[config.mk]
export PLATFORM = sky130hd
export DESIGN_NAME = tcw_ctrl
export DESIGN_NICKNAME = d
export VERILOG_FILES = /design/src/hdl/tcw_pkg.sv /design/src/hdl/tcw_ctrl.sv
export SDC_FILE = /design/constraint.sdc
export NUM_CORES = 1
export LEC_CHECK = 0
export ABC_AREA = 1
export BUFFER_PORTS_ARGS = -buffer_cell sky130_fd_sc_hd__clkbuf_2
export CAP_MARGIN = 20
export CORE_AREA = 10 10 47 49
export CTS_CLUSTER_DIAMETER = 150
export DETAILED_ROUTE_END_ITERATION = 10
export DIE_AREA = 0 0 57 59
export PLACE_DENSITY_LB_ADDON = 0.08
export SYNTH_ARGS = -nofsm -noshare
export SYNTH_HDL_FRONTEND = slang
export SYNTH_SLANG_ARGS = --single-unit
[constraint.sdc]
create_clock -name i_clk -period 1.4 [get_ports i_clk]
set_clock_uncertainty 0.2 [all_clocks]
set_input_delay 0 -clock i_clk [delete_from_list [all_inputs] [get_ports i_clk]]
set_output_delay 0 -clock i_clk [all_outputs]
set_load 0.01 [all_outputs]
[src/hdl/tcw_pkg.sv]
// Shared types and constants of the text console writer.
// Used by the controller, the datapath and the top level; no dependencies.
`timescale 1ns / 1ps

package tcw_pkg;

    localparam int DEF_COLUMNS = 80;
    localparam int DEF_ROWS    = 25;

    localparam int KIND_W      = 2;
    localparam int CHAR_W      = 8;
    localparam int COLOR_W     = 8;
    localparam int CELL_W      = 16;
    localparam int READ_ROW_W  = 5;
    localparam int READ_COL_W  = 7;
    localparam int CUR_ROW_W   = 5;
    localparam int CUR_COL_W   = 7;

    localparam logic [CELL_W-1:0] BLANK_RESET  = 16'h0F00;
    localparam logic [CHAR_W-1:0] NEWLINE_CODE = 8'd10;
    localparam logic [CHAR_W-1:0] END_CODE     = 8'd0;

    localparam logic [KIND_W-1:0] KIND_PUT   = 2'd0;
    localparam logic [KIND_W-1:0] KIND_CLEAR = 2'd1;
    localparam logic [KIND_W-1:0] KIND_READ  = 2'd2;

    typedef enum logic [2:0] {
        S_INIT,
        S_IDLE,
        S_CLEAR,
        S_READ,
        S_COPY,
        S_FLUSH,
        S_BLANK
    } t_state;

    // Commands from the controller to the datapath.
    typedef struct packed {
        logic sweep_clr;     // restart the sweep counter at cell zero
        logic fill;          // write the blank cell at the sweep counter
        logic copy_step;     // read one row below the sweep counter
        logic put;           // take a put-character request
        logic home;          // move the cursor to the top left
        logic read_issue;    // start a cell read
        logic load_result;   // load the result register
        logic cell_from_ram; // result cell comes from the read data
    } t_dp_cmd;

    // Status from the datapath to the controller.
    typedef struct packed {
        logic put_scroll;    // the put request moves past the bottom row
        logic copy_last;     // last cell of the scroll copy
        logic fill_last;     // last cell of the screen
    } t_dp_status;

endpackage

[src/hdl/tcw_ctrl.sv]
// Controller of the text console writer: request handshakes, sweep sequencing
// and result valid. Depends on tcw_pkg.
`timescale 1ns / 1ps

module tcw_ctrl
    import tcw_pkg::*;
(
    input  logic              i_clk,
    input  logic              i_rst_n,
    input  logic              i_in_valid,
    output logic              o_in_ready,
    input  logic [KIND_W-1:0] i_kind,
    output logic              o_out_valid,
    input  logic              i_out_ready,
    output logic              o_cfg_ready,
    output t_dp_cmd           o_cmd,
    input  t_dp_status        i_status
);

    t_state r_state, n_state;
    logic   r_out_valid, n_out_valid;
    logic   out_free;
    logic   in_take;

    assign out_free   = !r_out_valid || i_out_ready;
    assign o_in_ready = (r_state == S_IDLE) && out_free;
    assign in_take    = i_in_valid && o_in_ready;

    // The blank cell may only change while no sweep is running, so the
    // clearing pass after reset always writes the reset value.
    assign o_cfg_ready = (r_state == S_IDLE);

    always_ff @(posedge i_clk) begin
        if (!i_rst_n) begin
            r_state     <= S_INIT;
            r_out_valid <= 1'b0;
        end else begin
            r_state     <= n_state;
            r_out_valid <= n_out_valid;
        end
    end

    always_comb begin
        n_state = r_state;
        o_cmd   = '0;
        unique case (r_state)
            S_INIT: begin
                o_cmd.fill = 1'b1;
                if (i_status.fill_last) begin
                    n_state = S_IDLE;
                end
            end
            S_IDLE: begin
                if (in_take) begin
                    unique case (i_kind)
                        KIND_PUT: begin
                            o_cmd.put = 1'b1;
                            if (i_status.put_scroll) begin
                                o_cmd.sweep_clr = 1'b1;
                                n_state         = S_COPY;
                            end else begin
                                o_cmd.load_result = 1'b1;
                            end
                        end
                        KIND_CLEAR: begin
                            o_cmd.home      = 1'b1;
                            o_cmd.sweep_clr = 1'b1;
                            n_state         = S_CLEAR;
                        end
                        KIND_READ: begin
                            o_cmd.read_issue = 1'b1;
                            n_state          = S_READ;
                        end
                        default: begin
                            o_cmd.load_result = 1'b1;
                        end
                    endcase
                end
            end
            S_READ: begin
                o_cmd.load_result   = 1'b1;
                o_cmd.cell_from_ram = 1'b1;
                n_state             = S_IDLE;
            end
            S_CLEAR, S_BLANK: begin
                o_cmd.fill = 1'b1;
                if (i_status.fill_last) begin
                    o_cmd.load_result = 1'b1;
                    n_state           = S_IDLE;
                end
            end
            S_COPY: begin
                o_cmd.copy_step = 1'b1;
                if (i_status.copy_last) begin
                    n_state = S_FLUSH;
                end
            end
            S_FLUSH: begin
                // The last copied cell is written here; the sweep counter
                // already points at the first cell of the bottom row.
                n_state = S_BLANK;
            end
            default: begin
                n_state = S_INIT;
            end
        endcase
    end

    always_comb begin
        if (o_cmd.load_result) begin
            n_out_valid = 1'b1;
        end else if (r_out_valid && i_out_ready) begin
            n_out_valid = 1'b0;
        end else begin
            n_out_valid = r_out_valid;
        end
    end

    assign o_out_valid = r_out_valid;

endmodule

==> Yosys cells after proc, flatten, opt, wreduce, memory -nomap -nowiden <==
Index checks and enable logic that the tools add are counted.
W data, S select, Z words.
{ "word_totals": {"inputBits": 9, "regBits": 4, "output_inout_bits": 11} }
{ "classes": {"reduce_logical": 12, "n_mux": 24, "n_eq_ne": 13} }
{ "ops": {"columns": ["op", "n"], "rows": [
  ["$mux W3", 5],
  ["$pmux W3 S5", 1],
  ["$mux W1", 13],
  ["$eq A3 B3 Y1 const B", 3],
  ["$pmux W3 S3", 1],
  ["$eq A3 B2 Y1 const B", 2],
  ["$reduce_and A5 Y1", 1],
  ["$mux W4", 1],
  ["$ne A2 B1 Y1 const B", 2],
  ["$ne A4 B1 Y1 const B", 1],
  ["$pmux W1 S2", 2],
  ["$reduce_or A2 Y1", 2],
  ["$eq A3 B1 Y1 const B", 1],
  ["$logic_and A1 B1 Y1", 3],
  ["$logic_not A3 Y1", 1],
  ["$ne A3 B3 Y1 const B", 1],
  ["$pmux W1 S3", 1],
  ["$reduce_or A3 Y1", 1],
  ["$eq A2 B1 Y1 const B", 1],
  ["$eq A2 B2 Y1 const B", 1],
  ["$logic_not A2 Y1", 1],
  ["$ne A2 B2 Y1 const B", 1],
  ["$reduce_bool A2 Y1", 1],
  ["$logic_not A1 Y1", 1],
  ["$logic_or A1 B1 Y1", 1]
]} }

==> Depth between registers and ports, before layout <==
Gate-level depths: netlist of the first run.
{ "logic_depth": {"word_depth": 7, "depth_mapped": 10, "ltp_nobuf": 10} }

==> Worst setup path after synthesis of the first run <==
OpenSTA, ideal clock, no wires.
{ "synth_timing": {"path_kind": "reg2reg", "start": "register r_out_valid (netlist: o_out_valid)", "end": "register r_state[2]", "setup_ps": 115, "arrival_time_ps": 1026, "synth_period_minus_slack_ps": 1341, "path_buffers": 0, "stages_incl_launch_ff": 8, "slack_ps": 59, "path_cell_list": "dfxtp_1 -> inv_1 -> nor2_1 -> nor2_4 -> nand3_2 -> nand2_2 -> a21oi_1 -> nor2_1"} }
{ "synth_between": {"elab_chain_cells": 6} }
{ "synth_rtl": {"columns": ["element", "line_no", "source"], "rows": [
  ["start: declaration", "tcw_ctrl.sv:21", "logic r_out_valid, n_out_valid;"],
  ["start signal: assignment", "tcw_ctrl.sv:39", "r_out_valid <= n_out_valid;"],
  ["$logic_not A1 Y1", "tcw_ctrl.sv:25", "assign out_free = !r_out_valid || i_out_ready;"],
  ["$logic_or A1 B1 Y1", "tcw_ctrl.sv:25", null],
  ["$logic_and A1 B1 Y1", "tcw_ctrl.sv:26", "assign o_in_ready = (r_state == S_IDLE) && out_free;"],
  ["named net o_in_ready", "tcw_ctrl.sv:11", "output logic o_in_ready,"],
  ["$logic_and A1 B1 Y1", "tcw_ctrl.sv:27", "assign in_take = i_in_valid && o_in_ready;"],
  ["$ne A2 B1 Y1 (no source line)", null, null],
  ["$reduce_and A5 Y1 (no source line)", null, null],
  ["end signal: assignment", "tcw_ctrl.sv:38", "r_state <= n_state;"],
  ["end: declaration", "tcw_ctrl.sv:20", "t_state r_state, n_state;"]
]} }
The timed path passes the listed nets, and every way through them passes these cells.
A chain may end at the register's enable or synchronous reset.

==> Worst setup path after layout of the first run <==
{ "layout_timing": {"start": "register r_state[1]", "end": "register r_state[2]"} }
{ "layout_between": {"elab_chain_cells": 5} }
{ "layout_rtl": {"columns": ["element", "line_no"], "rows": [
  ["$eq A3 B1 Y1", "tcw_ctrl.sv:26, tcw_ctrl.sv:46"],
  ["$logic_and A1 B1 Y1", "tcw_ctrl.sv:26"],
  ["$logic_and A1 B1 Y1", "tcw_ctrl.sv:27"],
  ["$ne A2 B1 Y1 (no source line)", null],
  ["$reduce_and A5 Y1 (no source line)", null]
]} }
Parallel ways exist; a longest one is shown, timed or not.

==> flow_summary.toml, run 1 <==
[global_routing]
grt_max_degree = 5
grt_pass1_wl_microns = 1994
grt_pass1_vias = 492
grt_usage = 0.07372
antenna_found_initial = 0
overflow = 0

[die]
die_x_microns = 57
core_sq_mm = 0.001401
fp.dieH_microns = 59
pin_count = 20
rows = 14
start_util = 0.2982
die-area_sq_mm = 0.003363

[power]
p_total_uw = 1037
peakVddDrop_uv = 732.9
switchingPower_uw = 471.9
p_int_uw = 565.3
leakagePower_uw = 0.0003943
swShare = 0.4550
seqPwrFrac = 0.175
p_per_area_mw_per_mm2 = 1439
power_frac_comb = 0.691
clkPwrFrac = 0.134

[synthesis]
yosysTopAreaCell = "dfxtp_1"
yosysWarnings = 0
synth-edff-count = 0
avgSynthCellArea_sq_um = 6.237
syn_inst = 67
syn_area_sq_um = 417.9
synthFlopType = "dfxtp_1"
yosysSeqAreaShare = 0.1916
yosysTopAreaCellShare = 0.1916
synthArstFlopShare = 0
synthDistinctLibCells = 19
synth_seq_cells = 4
synth.net_count = 79
ys_top_cells_by_area = "dfxtp_1 (19%), inv_1 (17%), ha_1 (9.0%)"

[placement]
place.gp.congestion = 0.7908
dpl.hpwl_microns = 946.7
portBuffers = 19

[clock_tree]
numCtsBuffers = 3
htreeDepth = 1
clock_latency_ps = 230
postCtsHoldBufs = 4
root_buffer = "clkbuf_4"
clkTransAtPathRegs_ps = 40
tritoncts = "yes"
cts_buffer_depth = 2
cts.sinks = 4

[cells_and_area]
layout-drive-gt1-share = 0.5714
insertedDiodeCount = 0
nNetsFinal = 112
area_delta_synth_final_pct = 72.45

[critical_path]
reg2reg_setup_slack_ps = 30
worst_r2r_path_depth = 9
cp_data_arrival_time_ps = 1290
start_kind = "flip-flop"
critPathKind = "flip-flop to flip-flop"
cp_max_fo = 4
worstPathRequired_ps = 1320
cp-end-kind = "flip-flop"

[detailed_routing]
vias_per_cell = 4.491
dr_total_vias = 512
detail_route.wl_per_cell_microns = 11.22
first_pass_iters = 3
drtAntennaViolNets = 0
wl_microns = 1279
route.detailed.drc = 0
drt_iter0_drc = 2

[status]
violations = "negative hold slack"
status = "complete, but fails checks"

[min_path]
whs_path_depth = 4
hold_class = "input port to flip-flop"

[sta]
final.min_clock_period_ps = 1373
setup_viol = 0
grt_setup_unrepaired = "true"
final.setup.tns_ps = 0
final_hold_viol_count = 1
fmax_mhz = 728.4
relSlewSlack = 0.8837
whs_ps = -60.28
tightest_slew_ps = 172.6
period_share = 0.9807
maxSlewViolCount = 0

[flow_run]
cap_violations = 0
-- cells in the mapped netlist, types with 2 or more instances --
cell      n
inv_1    19
nand3_1   4
a21oi_1   3
o21ai_0   3
nand2_2   2
nand2_1  10
inv_2     2
ha_1      3
a21oi_2   2
dfxtp_1   4
nand3_2   3
nor2_1    5
-- layout by cell type, fill, tap and decap left out, types with 3 or more instances in the layout --
cell type / n
inv_1: 16
clkbuf_2: 13
nand2_1: 9
buf_4: 6
inv_2: 5
nand3_2: 5
a21oi_2: 4
dlygate4sd3_1: 4
buf_2: 4
nor2_4: 3
ha_1: 3
clkbuf_4: 3
dfxtp_2: 3
-- cells by family after synthesis --
logic type / synth area share
buffers and inverters: 0.2066
and+or+nand+nor: 0.3503
adders and majority gates: 0.08983
DFF: 0.1916
AOI/OAI and AO/OA: 0.1617
-- worst max-delay path: stages, from the launching register on --
cell and delay, ps:
dfxtp_2 310, inv_2 80, nand3_4 80, buf_4 160, nor2_4 80, nand3_2 80
nand2_4 100, nand3_2 60, nand2_1 70, nor2_1 40
-- repair_timing --
item	CTS	global route
setup buffers	4	0
gates cloned	0	0
endpoints found under the setup margin	5	8
resized for setup	9	21
hold endpoints to repair	4	1
pin swaps	2	9
-- flip-flops by register name, indices dropped and copies added (netlist names) --
name,count
o_out_valid,1
r_state,3
-- area by class of cell --
class,count,area [sq um]
Clock buffer,3,22.52
Fill cell,160,680.7
Sequential cell,4,83.83
Multi-Input combinational cell,41,322.8
Timing Repair Buffer,29,192.7
Inverter,21,78.83
Tap cell,16,20.02
-- metrics by stage --
stage / area [sq um] / hold slack [ps] / cells / util / setup WS, ps
3_5_place_dp: 548.0 / 57.06 / 104 / 0.3911 / 65.50
6_report: 720.7 / -60.28 / 114 / 0.5143 / 27.09
5_1_grt: 720.7 / -35.83 / 114 / 0.5143 / -86.64
4_1_cts: 668.1 / -66.09 / 115 / 0.4768 / -24.51
2_1_floorplan: 417.9 / -102.4 / 67 / - / 58.87
3_3_place_gp: 548.0 / 57.87 / 104 / 0.3911 / 44.00
-- final timing paths --
check	startpoint	endpoint
max	r_state[1]$_SDFFE_PN0P_	r_state[2]$_SDFFE_PN0P_
min	i_out_ready	o_out_valid$_SDFFE_PN0P_
max reg2reg	r_state[1]$_SDFFE_PN0P_	r_state[2]$_SDFFE_PN0P_
min reg2reg	o_out_valid$_SDFFE_PN0P_	o_out_valid$_SDFFE_PN0P_
-- per-layer routing --
metal / share of wire / global-route usage / up-vias
li1: - / - / 263
met1: 0.36 / 0.06715 / 234
met2: 0.58 / 0.1380 / 13
met3: 0.055 / 0.01502 / 2
met4: 0.0078 / 0.06040 / 0
met5: 0 / 0 / -
-- power by group through the flow --
stage / logic [uW] / clock network [uW] / registers (uW)
after detailed placement: 507 / 0 / 177
after global routing: 784 / 156 / 188
after global placement: 512 / 0 / 178
after floorplan: 331 / 0 / 186
after CTS: 614 / 148 / 179
final: 717 / 139 / 182
Note: power is estimated with default switching activity, not from simulation.
==> run 2, diff against run 1 <==
- CTS_BUF_LIST: not set -> sky130_fd_sc_hd__clkbuf_16
==> run 2 against run 1 <==
  * The flow still finishes with violations (negative hold slack)
  * Critical endpoint is now r_state[0]$_SDFFE_PN0P_
  * Setup slack got worse by 10 ps
  * Register-to-register slack about the same
  * Cell count decreased by 1.8%
  * Power increased by 28%
  * Largest cell class unchanged
  * Largest power group unchanged
  * Global-route usage about the same
==> flow_summary.toml, run 2 (synthesis results as in run 1) <==
[status]
status = "complete, but fails checks"
violations = "negative hold slack"

[detailed_routing]
dr_total_vias = 501
drtAntennaViolNets = 0
drt_iter0_drc = 3
wl_microns = 1299
route.detailed.drc = 0
detail_route.wl_per_cell_microns = 11.60
first_pass_iters = 2
vias_per_cell = 4.473

[die]
rows = 14
die_x_microns = 57
fp.dieH_microns = 59
die-area_sq_mm = 0.003363
start_util = 0.2982
core_sq_mm = 0.001401
pin_count = 20

[critical_path]
cp-end-kind = "flip-flop"
cp_data_arrival_time_ps = 1300
worstPathRequired_ps = 1310
critPathKind = "flip-flop to flip-flop"
reg2reg_from = "r_state[1]$_SDFFE_PN0P_"
start_kind = "flip-flop"
worst_r2r_path_depth = 9
startpoint = "r_state[1]$_SDFFE_PN0P_"
cp_max_fo = 4

[min_path]
whs_path_depth = 4
hold_start = "i_out_ready"
hold_class = "input port to flip-flop"

[sta]
relSlewSlack = 0.8825
final.min_clock_period_ps = 1383
final_hold_viol_count = 2
period_share = 0.9878
tightest_slew_ps = 174.5
final.setup.tns_ps = 0
whs_ps = -47.48
maxSlewViolCount = 0
setup_viol = 0
fmax_mhz = 723.1
grt_setup_unrepaired = "true"

[cells_and_area]
largest_reg_flops = 3
insertedDiodeCount = 0
nNetsFinal = 110
layout_commonest_cell = "inv_1"
layout-drive-gt1-share = 0.5833
area_delta_synth_final_pct = 80.84
fillCellCount = 155
max_flop_register = "r_state"
final_cell_mix = "inv_1 (16), clkbuf_2 (13), nand2_1 (9), buf_4 (6)"
fin_util = 0.5393

[global_routing]
grt_pass1_vias = 501
grt_max_degree = 5
overflow = 0
antenna_found_initial = 0
grt_pass1_wl_microns = 2028
grt_usage = 0.07415

[power]
leakagePower_uw = 0.0004185
clkPwrFrac = 0.328
switchingPower_uw = 502.2
power_frac_comb = 0.535
p_per_area_mw_per_mm2 = 1758
swShare = 0.3780
peakVddDrop_uv = 1168
p_int_uw = 826.5
seqPwrFrac = 0.137
p_total_uw = 1329

[flow_run]
cap_violations = 0

[clock_tree]
root_buffer = "clkbuf_16"
cts_buffer_depth = 2
numCtsBuffers = 3
clock_latency_ps = 220
htreeDepth = 1
tritoncts = "yes"
postCtsHoldBufs = 2
cts.sinks = 4
clkTransAtPathRegs_ps = 30

[placement]
dpl.hpwl_microns = 946.7
place.gp.congestion = 0.7908
portBuffers = 19
run 2: cell count changes in the layout (fill, tap and decap cells not counted), sizes merged:
| cell | change |
|---|---|
| dlygate4sd3 | -3 |
| dlymetal6s4s | +1 |
run 2: cell type report:
| type | instances | area, sq um | share of cell area |
|---|---|---|---|
| sequential | 4 | 83.83 | 0.1109 |
| multi-input combinational | 41 | 322.8 | 0.4272 |
| tap | 16 | 20.02 | 0.02649 |
| timing repair buffer | 27 | 175.2 | 0.2318 |
| clock buffer | 3 | 75.07 | 0.09934 |
| inverter | 21 | 78.83 | 0.1043 |
run 2: worst paths after layout:
path,slack [ps],end
max reg2reg,20,r_state[0]$_SDFFE_PN0P_
min,-50,o_out_valid$_SDFFE_PN0P_
min reg2reg,420,r_state[2]$_SDFFE_PN0P_
max,20,r_state[0]$_SDFFE_PN0P_
run 2: routing by layer:
metal | vias up | wire [microns] | GRT usage
li1 | 260 | - | -
met1 | 230 | 493 | 0.06595
met2 | 9 | 733 | 0.1411
met3 | 2 | 65 | 0.02146
met4 | 0 | 8 | 0.05034
met5 | - | 0 | 0
run 2: repair_timing:
action                                 CTS  global route
pin swaps                                2             8
endpoints found under the hold margin    4             1
buffers inserted                         4             0
setup endpoints to repair                5             8
resized for setup                        9            22
run 2: per-stage QoR:
| stage | hold WS (ps) | instance area (sq um) | setup slack (ps) | cells |
|---|---|---|---|---|
| 2_1_floorplan | -102.4 | 417.9 | 58.87 | 67 |
| 3_3_place_gp | 57.87 | 548.0 | 44.00 | 104 |
| 3_5_place_dp | 57.06 | 548.0 | 65.50 | 104 |
| 4_1_cts | -46.95 | 700.7 | -5.648 | 113 |
| 5_1_grt | -17.09 | 755.7 | -66.92 | 112 |
| 6_report | -47.48 | 755.7 | 17.08 | 112 |
run 2: power groups by stage:
stage | Combinational [uW] | Sequential [uW] | Clock, uW
floorplan | 331 | 186 | 0
global placement | 512 | 178 | 0
detailed placement | 507 | 177 | 0
CTS | 612 | 179 | 444
global route | 774 | 188 | 456
finish | 711 | 182 | 435
run 2: critical path: stages (launching register included):
cell and delay, ps:
dfxtp_2 310, inv_2 80, nand3_4 80, buf_4 160, nor2_4 80, nand3_2 80, nand2_4 110, o21ai_1 80
nand2_1 60, inv_1 40
